File: config.mk
export PLATFORM = sky130hd
export DESIGN_NAME = barometer_pressure_temp_compensation
export DESIGN_NICKNAME = d
export VERILOG_FILES = /design/src/sv/bpc_pkg.sv /design/src/sv/bpc_div.sv /design/src/sv/bpc_datapath.sv /design/src/sv/bpc_ctrl.sv /design/src/sv/barometer_pressure_temp_compensation.sv
export SDC_FILE = /design/constraint.sdc
export NUM_CORES = 2
export LEC_CHECK = 0
export BUFFER_PORTS_ARGS = -buffer_cell sky130_fd_sc_hd__buf_2
export CAP_MARGIN = 20
export CORE_AREA = 3 3 398 400
export DETAILED_ROUTE_END_ITERATION = 7
export DIE_AREA = 0 0 401 403
export PLACE_DENSITY = 0.56
export SKIP_CTS_REPAIR_TIMING = 1
export SLEW_MARGIN = 20
export SYNTH_ARGS = -nofsm -noshare
export SYNTH_HDL_FRONTEND = slang
export SYNTH_SLANG_ARGS = --single-unit
File: constraint.sdc
create_clock -name clk -period 24.6 [get_ports clk]
set_input_delay 3.69 -clock clk [delete_from_list [all_inputs] [get_ports clk]]
set_output_delay 3.69 -clock clk [all_outputs]
set_load 0.02 [all_outputs]
File: src/sv/bpc_pkg.sv
`timescale 1ns / 1ps
`default_nettype none
// ----------------------------------------------------------------------------
// bpc_pkg
// Shared types, constants and command codes for the barometer compensation.
// ----------------------------------------------------------------------------
package bpc_pkg;

  localparam int unsigned CfgIdxW = 3;
  localparam int unsigned CfgDataW = 48;
  localparam int unsigned RawW = 19;

  localparam logic [CfgIdxW-1:0] REG_COEFF_A = 3'd0;
  localparam logic [CfgIdxW-1:0] REG_COEFF_B = 3'd1;
  localparam logic [CfgIdxW-1:0] REG_COEFF_C = 3'd2;
  localparam logic [CfgIdxW-1:0] REG_COEFF_D = 3'd3;
  localparam logic [CfgIdxW-1:0] REG_OSS = 3'd4;

  localparam logic [31:0] K_B6_OFS = 32'd4000;
  localparam logic [31:0] K_B4_OFS = 32'd32768;
  localparam logic [31:0] K_B7_SCALE = 32'd50000;
  localparam logic [31:0] K_MSB = 32'h8000_0000;
  localparam logic [31:0] K_P1 = 32'd3038;
  localparam logic [31:0] K_P2 = 32'd7357;
  localparam logic [31:0] K_P3 = 32'd3791;

  // Datapath operation codes; one per sequencer step.
  typedef enum logic [4:0] {
    OP_NONE,
    OP_T_X1MUL,   // a = (ut - ac6) * ac5
    OP_T_DEN,     // x1 = a>>>15, den = x1 + md
    OP_T_DIVST,   // start signed divide num/den
    OP_T_FIN,     // b5 = x1 + q, result
    OP_P_B6,      // b6 = temp_term - 4000
    OP_P_SQ,      // sq = (b6*b6)>>>12
    OP_P_X1,      // acc = (b2*sq)>>>11
    OP_P_X2,      // acc += (ac2*b6)>>>11 ; b3
    OP_P_X3,      // t = (ac3*b6)>>>13
    OP_P_X4,      // t += (b1*sq)>>>16 ; x3
    OP_P_B4,      // b4 = (ac4*(x3+32768))>>15
    OP_P_B7,      // b7 = (up-b3)*(50000>>oss)
    OP_P_DIVST,   // start unsigned divide
    OP_P_PSQ,     // x1 = (p>>>8)^2
    OP_P_PK1,     // x1 = (x1*3038)>>>16
    OP_P_PK2,     // x2 = (-7357*p)>>>16
    OP_P_FIN      // result
  } op_t;

  typedef struct packed {
    op_t  op;
  } dp_cmd_t;

  typedef struct packed {
    logic div_busy;
    logic den_zero;
  } dp_sts_t;

  function automatic logic [31:0] sra32(input logic [31:0] v, input int unsigned s);
    sra32 = 32'($signed(v) >>> s);
  endfunction

endpackage
`default_nettype wire

File: src/sv/bpc_div.sv
`timescale 1ns / 1ps
`default_nettype none
// ----------------------------------------------------------------------------
// bpc_div
// Radix-2 restoring divider, 32-bit unsigned, one quotient bit per cycle.
// ----------------------------------------------------------------------------
module bpc_div import bpc_pkg::*; (
  input  wire logic        clk,
  input  wire logic        rst,
  input  wire logic        start,
  input  wire logic [31:0] dividend,
  input  wire logic [31:0] divisor,
  output logic             busy,
  output logic [31:0]      quotient
);
  logic [31:0] rem;
  logic [31:0] dvs;
  logic [5:0]  cnt;
  logic [32:0] trial;

  assign trial = {rem[31:0], quotient[31]} - {1'b0, dvs};

  always_ff @(posedge clk) begin
    if (rst) begin
      busy <= 1'b0;
      cnt  <= '0;
    end else if (start) begin
      busy <= 1'b1;
      cnt  <= 6'd32;
    end else if (busy) begin
      cnt <= cnt - 6'd1;
      if (cnt == 6'd1) begin
        busy <= 1'b0;
      end
    end
  end

  always_ff @(posedge clk) begin
    if (start) begin
      rem      <= '0;
      dvs      <= divisor;
      quotient <= dividend;
    end else if (busy) begin
      if (!trial[32]) begin
        rem <= trial[31:0];
      end else begin
        rem <= {rem[30:0], quotient[31]};
      end
      quotient <= {quotient[30:0], ~trial[32]};
    end
  end
endmodule
`default_nettype wire

File: src/sv/bpc_datapath.sv
`timescale 1ns / 1ps
`default_nettype none
// ----------------------------------------------------------------------------
// bpc_datapath
// Registers, one shared 32x32 multiplier and the divider for compensation.
// ----------------------------------------------------------------------------
module bpc_datapath import bpc_pkg::*; (
  input  wire logic                clk,
  input  wire logic                rst,
  input  wire logic                cfg_we,
  input  wire logic [CfgIdxW-1:0]  cfg_idx,
  input  wire logic [CfgDataW-1:0] cfg_data,
  input  wire logic                load,
  input  wire logic                pub,
  input  wire logic [RawW-1:0]     raw_in,
  input  dp_cmd_t                  cmd,
  output dp_sts_t                  sts,
  output logic [31:0]              res_value
);
  logic [47:0] ca, cb;
  logic [31:0] cc, cd;
  logic [1:0]  oss;
  logic [31:0] temp_term;
  logic [31:0] raw;
  logic [31:0] a, b, c, d;
  logic [31:0] m_x, m_y, prod;
  logic        neg;
  logic        dstart;
  logic [31:0] dnd, dvs, q;
  logic        dbusy;
  logic [31:0] pval;
  logic [31:0] res_calc;

  logic [31:0] ac1, ac2, ac3, ac4, ac5, ac6, b1, b2, mc, md;
  assign ac1 = {{16{ca[47]}}, ca[47:32]};
  assign ac2 = {{16{ca[31]}}, ca[31:16]};
  assign ac3 = {{16{ca[15]}}, ca[15:0]};
  assign ac4 = {16'd0, cb[47:32]};
  assign ac5 = {16'd0, cb[31:16]};
  assign ac6 = {16'd0, cb[15:0]};
  assign b1  = {{16{cc[31]}}, cc[31:16]};
  assign b2  = {{16{cc[15]}}, cc[15:0]};
  assign mc  = {{16{cd[31]}}, cd[31:16]};
  assign md  = {{16{cd[15]}}, cd[15:0]};

  assign pval = neg ? (q << 1) : q;

  always_ff @(posedge clk) begin
    if (rst) begin
      ca <= '0;
      cb <= '0;
      cc <= '0;
      cd <= '0;
      oss <= '0;
    end else if (cfg_we) begin
      unique case (cfg_idx)
        REG_COEFF_A: ca <= cfg_data;
        REG_COEFF_B: cb <= cfg_data;
        REG_COEFF_C: cc <= cfg_data[31:0];
        REG_COEFF_D: cd <= cfg_data[31:0];
        REG_OSS:     oss <= cfg_data[1:0];
        default: ;
      endcase
    end
  end

  // multiplier operands per step
  always_comb begin
    m_x = '0;
    m_y = '0;
    case (cmd.op)
      OP_T_X1MUL: begin m_x = raw - ac6; m_y = ac5; end
      OP_P_SQ:    begin m_x = b; m_y = b; end
      OP_P_X1:    begin m_x = b2; m_y = c; end
      OP_P_X2:    begin m_x = ac2; m_y = b; end
      OP_P_X3:    begin m_x = ac3; m_y = b; end
      OP_P_X4:    begin m_x = b1; m_y = c; end
      OP_P_B4:    begin m_x = ac4; m_y = a + K_B4_OFS; end
      OP_P_B7:    begin m_x = raw - d; m_y = K_B7_SCALE >> oss; end
      OP_P_PSQ:   begin m_x = sra32(pval, 8); m_y = sra32(pval, 8); end
      OP_P_PK1:   begin m_x = c; m_y = K_P1; end
      OP_P_PK2:   begin m_x = K_P2; m_y = a; end
      default: ;
    endcase
  end
  assign prod = m_x * m_y;

  logic [31:0] b3v;
  assign b3v = sra32(((ac1 << 2) + d + sra32(prod, 11)) << oss, 0) + 32'd2;

  assign dstart = (cmd.op == OP_T_DIVST && d != 32'd0) ||
                  (cmd.op == OP_P_DIVST && a != 32'd0);
  always_comb begin
    if (cmd.op == OP_T_DIVST) begin
      dnd = mc[31] ? 32'd0 - (mc << 11) : (mc << 11);
      dvs = d[31] ? 32'd0 - d : d;
    end else begin
      dnd = b[31] ? b : (b << 1);
      dvs = a;
    end
  end

  bpc_div u_div (
    .clk      (clk),
    .rst      (rst),
    .start    (dstart),
    .dividend (dnd),
    .divisor  (dvs),
    .busy     (dbusy),
    .quotient (q)
  );

  assign sts.div_busy = dbusy;
  assign sts.den_zero = (cmd.op == OP_T_DIVST) ? (d == 32'd0) : (a == 32'd0);

  always_ff @(posedge clk) begin
    if (rst) begin
      temp_term <= '0;
    end else if (cmd.op == OP_T_FIN) begin
      temp_term <= c + (neg ? 32'd0 - q : q);
    end
  end

  always_ff @(posedge clk) begin
    if (load) begin
      raw <= {13'd0, raw_in};
    end
    if (pub) begin
      res_value <= res_calc;
    end
    case (cmd.op)
      OP_T_X1MUL: a <= prod;
      OP_T_DEN: begin
        c <= sra32(a, 15);
        d <= sra32(a, 15) + md;
      end
      OP_T_DIVST: neg <= mc[31] ^ d[31];
      OP_T_FIN:   res_calc <= sra32(c + (neg ? 32'd0 - q : q) + 32'd8, 4);
      OP_P_B6:    b <= temp_term - K_B6_OFS;
      OP_P_SQ:    c <= sra32(prod, 12);
      OP_P_X1:    d <= sra32(prod, 11);
      OP_P_X2:    d <= sra32(b3v, 2);
      OP_P_X3:    a <= sra32(prod, 13);
      OP_P_X4:    a <= sra32(a + sra32(prod, 16) + 32'd2, 2);
      OP_P_B4:    a <= prod >> 15;
      OP_P_B7: begin
        b <= prod;
        neg <= prod[31];
      end
      OP_P_DIVST: ;
      OP_P_PSQ: begin
        a <= pval;
        c <= prod;
      end
      OP_P_PK1:   c <= sra32(prod, 16);
      OP_P_PK2:   d <= sra32(32'd0 - prod, 16);
      OP_P_FIN:   res_calc <= a + sra32(c + d + K_P3, 4);
      default: ;
    endcase
  end
endmodule
`default_nettype wire

File: src/sv/bpc_ctrl.sv
`timescale 1ns / 1ps
`default_nettype none
// ----------------------------------------------------------------------------
// bpc_ctrl
// Sequencer: walks the compensation steps and runs the output register.
// ----------------------------------------------------------------------------
module bpc_ctrl import bpc_pkg::*; (
  input  wire logic clk,
  input  wire logic rst,
  input  wire logic in_valid,
  input  wire logic func,
  output logic      in_ready,
  output logic      load,
  output logic      pub,
  output dp_cmd_t   cmd,
  input  dp_sts_t   sts,
  output logic      out_valid,
  input  wire logic out_ready,
  output logic      kind,
  output logic      div_error
);
  typedef enum logic [5:0] {
    S_IDLE = 6'b000001,
    S_RUN  = 6'b000010,
    S_WAIT = 6'b000100,
    S_DONE = 6'b001000
  } state_t;

  state_t state, state_next;
  op_t    op, op_next;
  logic   is_p;
  logic   err, err_next;

  always_comb begin
    state_next = state;
    op_next    = op;
    err_next   = err;
    unique case (state)
      S_IDLE: begin
        if (in_valid) begin
          state_next = S_RUN;
          op_next    = func ? OP_P_B6 : OP_T_X1MUL;
        end
      end
      S_RUN: begin
        if ((op == OP_T_DIVST || op == OP_P_DIVST) && sts.den_zero) begin
          state_next = S_DONE;
          err_next   = 1'b1;
        end else if (op == OP_T_DIVST || op == OP_P_DIVST) begin
          state_next = S_WAIT;
        end else if (op == OP_T_FIN || op == OP_P_FIN) begin
          state_next = S_DONE;
          err_next   = 1'b0;
        end else begin
          op_next = op_t'(op + 5'd1);
        end
      end
      S_WAIT: begin
        if (!sts.div_busy) begin
          state_next = S_RUN;
          op_next    = op_t'(op + 5'd1);
        end
      end
      S_DONE: begin
        if (!out_valid || out_ready) begin
          state_next = S_IDLE;
        end
      end
      default: state_next = S_IDLE;
    endcase
  end

  assign in_ready = (state == S_IDLE);
  assign load     = in_ready && in_valid;
  assign pub      = (state == S_DONE) && (!out_valid || out_ready);
  assign cmd.op   = (state == S_RUN) ? op : OP_NONE;

  always_ff @(posedge clk) begin
    if (rst) begin
      state     <= S_IDLE;
      op        <= OP_NONE;
      out_valid <= 1'b0;
      div_error <= 1'b0;
      err       <= 1'b0;
      kind      <= 1'b0;
      is_p      <= 1'b0;
    end else begin
      state     <= state_next;
      op        <= op_next;
      err       <= err_next;
      if (load) begin
        is_p <= func;
      end
      if (pub) begin
        out_valid <= 1'b1;
        kind      <= is_p;
        div_error <= err;
      end else if (out_ready) begin
        out_valid <= 1'b0;
      end
    end
  end
endmodule
`default_nettype wire

File: src/sv/barometer_pressure_temp_compensation.sv
`timescale 1ns / 1ps
`default_nettype none
// ----------------------------------------------------------------------------
// barometer_pressure_temp_compensation
// Integer temperature and pressure compensation of raw barometer samples.
// ----------------------------------------------------------------------------
// Each sample runs from accept to out_valid through the sequencer steps, with a wait
// on the 32-step radix-2 divider. A zero divisor ends early.
// One item is in flight at a time; a new one is accepted only from the idle state.
// The output register lets the next item start while a result waits.
// Reset clears coefficients, oversampling and the stored B5 term to zero.
module barometer_pressure_temp_compensation import bpc_pkg::*; (
  input  wire logic                clk,
  input  wire logic                rst,
  input  wire logic                cfg_we,
  input  wire logic [CfgIdxW-1:0]  cfg_idx,
  input  wire logic [CfgDataW-1:0] cfg_data,
  input  wire logic                in_valid,
  output logic                     in_ready,
  input  wire logic                func,
  input  wire logic [RawW-1:0]     raw_sample,
  output logic                     out_valid,
  input  wire logic                out_ready,
  output logic                     kind,
  output logic signed [31:0]       value,
  output logic                     div_error
);
  dp_cmd_t     cmd;
  dp_sts_t     sts;
  logic        load;
  logic        pub;
  logic [31:0] res;

  bpc_ctrl u_ctrl (
    .clk(clk), .rst(rst), .in_valid(in_valid), .func(func), .in_ready(in_ready),
    .load(load), .pub(pub), .cmd(cmd), .sts(sts), .out_valid(out_valid),
    .out_ready(out_ready), .kind(kind), .div_error(div_error)
  );

  bpc_datapath u_dp (
    .clk(clk), .rst(rst), .cfg_we(cfg_we), .cfg_idx(cfg_idx), .cfg_data(cfg_data),
    .load(load), .pub(pub), .raw_in(raw_sample), .cmd(cmd), .sts(sts),
    .res_value(res)
  );

  assign value = div_error ? 32'sd0 : $signed(res);

  a_err_zero: assert property (@(posedge clk) disable iff (rst)
    out_valid && div_error |-> value == 32'sd0) else $error("error value not zero");
  a_no_accept_busy: assert property (@(posedge clk) disable iff (rst)
    in_ready |-> !sts.div_busy) else $error("accept while dividing");
endmodule
`default_nettype wire

==> results.json <==
{
  "clock_path_buffers": 3,
  "r2r_end": "u_dp.d[30]$_DFFE_PP_",
  "worst-path-buf-inv": 10,
  "place_area_um2": 60560,
  "drtIter0Drc": 6706,
  "rsz0062_at_grt": "false",
  "outcome": "finished clean",
  "die_area_um2": 161600,
  "ys_seq_area_share_pct": 22.99,
  "end_kind": "flip-flop",
  "min_period_ps": 15940,
  "nets": 7842,
  "fillers": 16043,
  "mappedNetlistArea_um2": 57290,
  "drv_slew": 0,
  "viasPerCell": 5.985,
  "cap_violations": 0,
  "track_usage_pct": 31.87,
  "fin_area_um2": 62790,
  "synth_edf_count": 274,
  "hp-class": "flip-flop to flip-flop",
  "route.detailed.drc": 0,
  "utilization_pct": 40.34,
  "synth.distinct_cells": 112,
  "critPathTopFamily": "adder cells",
  "ios": 112,
  "synth.net_count": 7836,
  "setup_tns_ps": 0,
  "hold_slack_ps": 412.8,
  "cts_tree": "yes",
  "grt_max_degree": 79,
  "cp.required_ps": 25020,
  "fin_ws_ps": 8661,
  "root_buffer": "clkbuf_16",
  "layout-drive-gt1-share_pct": 7.840,
  "gp_congestion": 1.120,
  "crit_path_start": "u_ctrl.op[4]$_SDFFE_PP0P_",
  "synthArstFlopShare_pct": 0,
  "netlist.top_cell.by_area": "fa_1",
  "r2r_slack_ps": 8660,
  "place_hpwl_mm": 208.8,
  "cp_data_arrival_time_ps": 16360,
  "ir_drop_mv": 0.05520,
  "synthMostInstantiatedCell": "nand2_1",
  "antenna_found_initial": 15,
  "cts_made_buffers": 61,
  "finClkSkew_ps": 46.20,
  "syn_inst": 6881,
  "clock_sinks": 521,
  "clock_latency_ps": 700,
  "syn_area_per_cell_um2": 8.326,
  "netlist_top_cells_area": "fa_1, edfxtp_1, ha_1",
  "rr_startpoint": "u_ctrl.op[4]$_SDFFE_PP0P_",
  "path_max_fanout": 58,
  "grt_first_pass_wirelength_mm": 373.2,
  "die_h_um": 403,
  "critPathLaunchType": "flip-flop",
  "area_growth_pct": 9.587,
  "grt_pass1_vias": 51193,
  "std_cell_rows": 145,
  "ys_ff_latch": 521,
  "critPathMaxStageDelay_ps": 1030,
  "num_vias": 53972,
  "synth_top_area_share_pct": 15.51,
  "maxSlewHeadroom_pct": 16.29,
  "core_um2": 155700,
  "path_class": "flip-flop to flip-flop",
  "power.density_nw_per_um2": 36.65,
  "initial_utilization_pct": 36.81,
  "yosys_warnings": 0,
  "critPathSlowestCell": "dfxtp_1",
  "r2r_cells": 52,
  "setup_viol": 0,
  "first_pass_iters": 6,
  "endpoint": "u_dp.d[30]$_DFFE_PP_",
  "portBuffers": 111,
  "drt_wl_total_mm": 265.0,
  "dpl_worst_slack_ps": 8833,
  "path_clk_slew_ps": 60,
  "period_share_pct": 64.79,
  "ys_top_cells_by_count": "nand2_1, inv_1, nor2_1, a21oi_1, fa_1",
  "worst_pin_slew_ps": 1245,
  "grt-ovfl-total": 0,
  "avgRoutedWirePerCell_um": 29.39,
  "die_w_um": 401,
  "hold_viol_final": 0,
  "h-tree-depth": 2,
  "worstSetupPathDepth": 52,
  "max_freq_mhz": 62.74,
  "cp_common_cell": "inv_1",
  "ant_nets": 0,
  "leakagePower_uw": 0.02663,
  "synth_ff_type": "edfxtp_1"
}
## worst min-delay path by stage
stage	from	to	slack, ps	cells after the start
final	u_dp.res_calc[30]$_DFFE_PP_	u_dp.res_value[30]$_DFFE_PP_	410	0
after global routing	u_dp.res_calc[17]$_DFFE_PP_	u_dp.res_value[17]$_DFFE_PP_	430	0
after CTS	u_dp.res_calc[30]$_DFFE_PP_	u_dp.res_value[30]$_DFFE_PP_	410	0
after detailed placement	u_dp.res_calc[12]$_DFFE_PP_	u_dp.res_value[12]$_DFFE_PP_	410	0
after global placement	u_dp.res_calc[13]$_DFFE_PP_	u_dp.res_value[13]$_DFFE_PP_	400	0
after floorplan	u_dp.res_calc[0]$_DFFE_PP_	u_dp.res_value[0]$_DFFE_PP_	400	0
## cell families (layout without fill, tap and decap cells)
| family | count (synthesis) | after routing | share of synthesized area, % |
|---|---|---|---|
| simple gates | 2294 | 2294 | 18.28 |
| other cells | 0 | 21 | 0 |
| xor+xnor | 428 | 428 | 6.840 |
| flops | 521 | 521 | 22.99 |
| compound gates | 1535 | 1535 | 16.98 |
| mux | 146 | 146 | 2.623 |
| buf+inv | 1078 | 1136 | 7.270 |
| fa+ha+maj | 879 | 879 | 25.01 |
## report_power, final
part / switching (uW) / internal (uW) / total [uW] / leakage [uW]
Sequential: 24.5 / 934 / 958 / 0.00448
Clock: 420 / 576 / 996 / 0.00104
Combinational: 222 / 125 / 347 / 0.0211
Total: 667 / 1630 / 2300 / 0.0266
## cell usage in the layout, fill, tap and decap left out, types with 21 or more instances in the layout
| cell | count |
|---|---|
| and2_1 | 55 |
| clkbuf_16 | 65 |
| fa_1 | 444 |
| a221oi_1 | 59 |
| a211oi_1 | 48 |
| diode_2 | 21 |
| o22ai_1 | 24 |
| or2_2 | 46 |
| a31oi_1 | 34 |
| nand4_1 | 38 |
| nor3_1 | 106 |
| o21ai_0 | 326 |
| or3_1 | 70 |
| inv_1 | 744 |
| nand2b_1 | 77 |
| mux2i_1 | 131 |
| dfxtp_1 | 244 |
| ha_1 | 435 |
| buf_2 | 110 |
| a21oi_1 | 541 |
| nor2b_1 | 77 |
| xnor2_1 | 300 |
| a221o_1 | 21 |
| o21a_1 | 45 |
| a21o_1 | 73 |
| nand3_1 | 100 |
| nor2_1 | 605 |
| xor2_1 | 115 |
| edfxtp_1 | 274 |
| nor4_1 | 37 |
| o21bai_1 | 29 |
| o211ai_1 | 35 |
| buf_4 | 159 |
| a22oi_1 | 23 |
| o31ai_1 | 43 |
| nand2_1 | 930 |
| and3_1 | 44 |
## final cells by class
| type | count | area [um2] | share of cell area (%) |
|---|---|---|---|
| Tap cell | 2058 | 2575 | 4.101 |
| Sequential cell | 521 | 13180 | 20.99 |
| Antenna cell | 21 | 52.55 | 0.08370 |
| Clock buffer | 85 | 1762 | 2.806 |
| Clock inverter | 30 | 384.1 | 0.6118 |
| Inverter | 750 | 2818 | 4.488 |
| Multi-Input combinational cell | 5282 | 40240 | 64.10 |
| Timing Repair Buffer | 271 | 1775 | 2.828 |
## layer usage
layer  part of all wire, %  GRT usage, %
met3                    11         9.067
met5                 0.023             0
met2                    42         46.88
met1                    40         41.55
met4                   7.5         18.94
## per-stage QoR
| step | instances | total power [uW] |
|---|---|---|
| after floorplan | 6881 | 1201 |
| after global placement | 8881 | 1311 |
| after detailed placement | 8882 | 1313 |
| after CTS | 8997 | 2302 |
| after global routing | 9000 | 2375 |
| final | 9018 | 2301 |
## state kept, by name, summed over array words and instances (netlist names), 2 cells and up
name,flops
u_dp.a,32
u_dp.oss,2
u_ctrl.state,4
u_dp.raw,19
u_dp.cb,48
u_dp.u_div.rem,32
u_ctrl.op,5
u_dp.res_value,32
u_dp.cd,32
u_dp.u_div.quotient,32
u_dp.temp_term,32
u_dp.c,32
u_dp.u_div.dvs,32
u_dp.u_div.cnt,6
u_dp.b,32
u_dp.res_calc,32
u_dp.cc,32
u_dp.d,30
u_dp.ca,48
No activity file was read; power rests on OpenSTA's default activity.
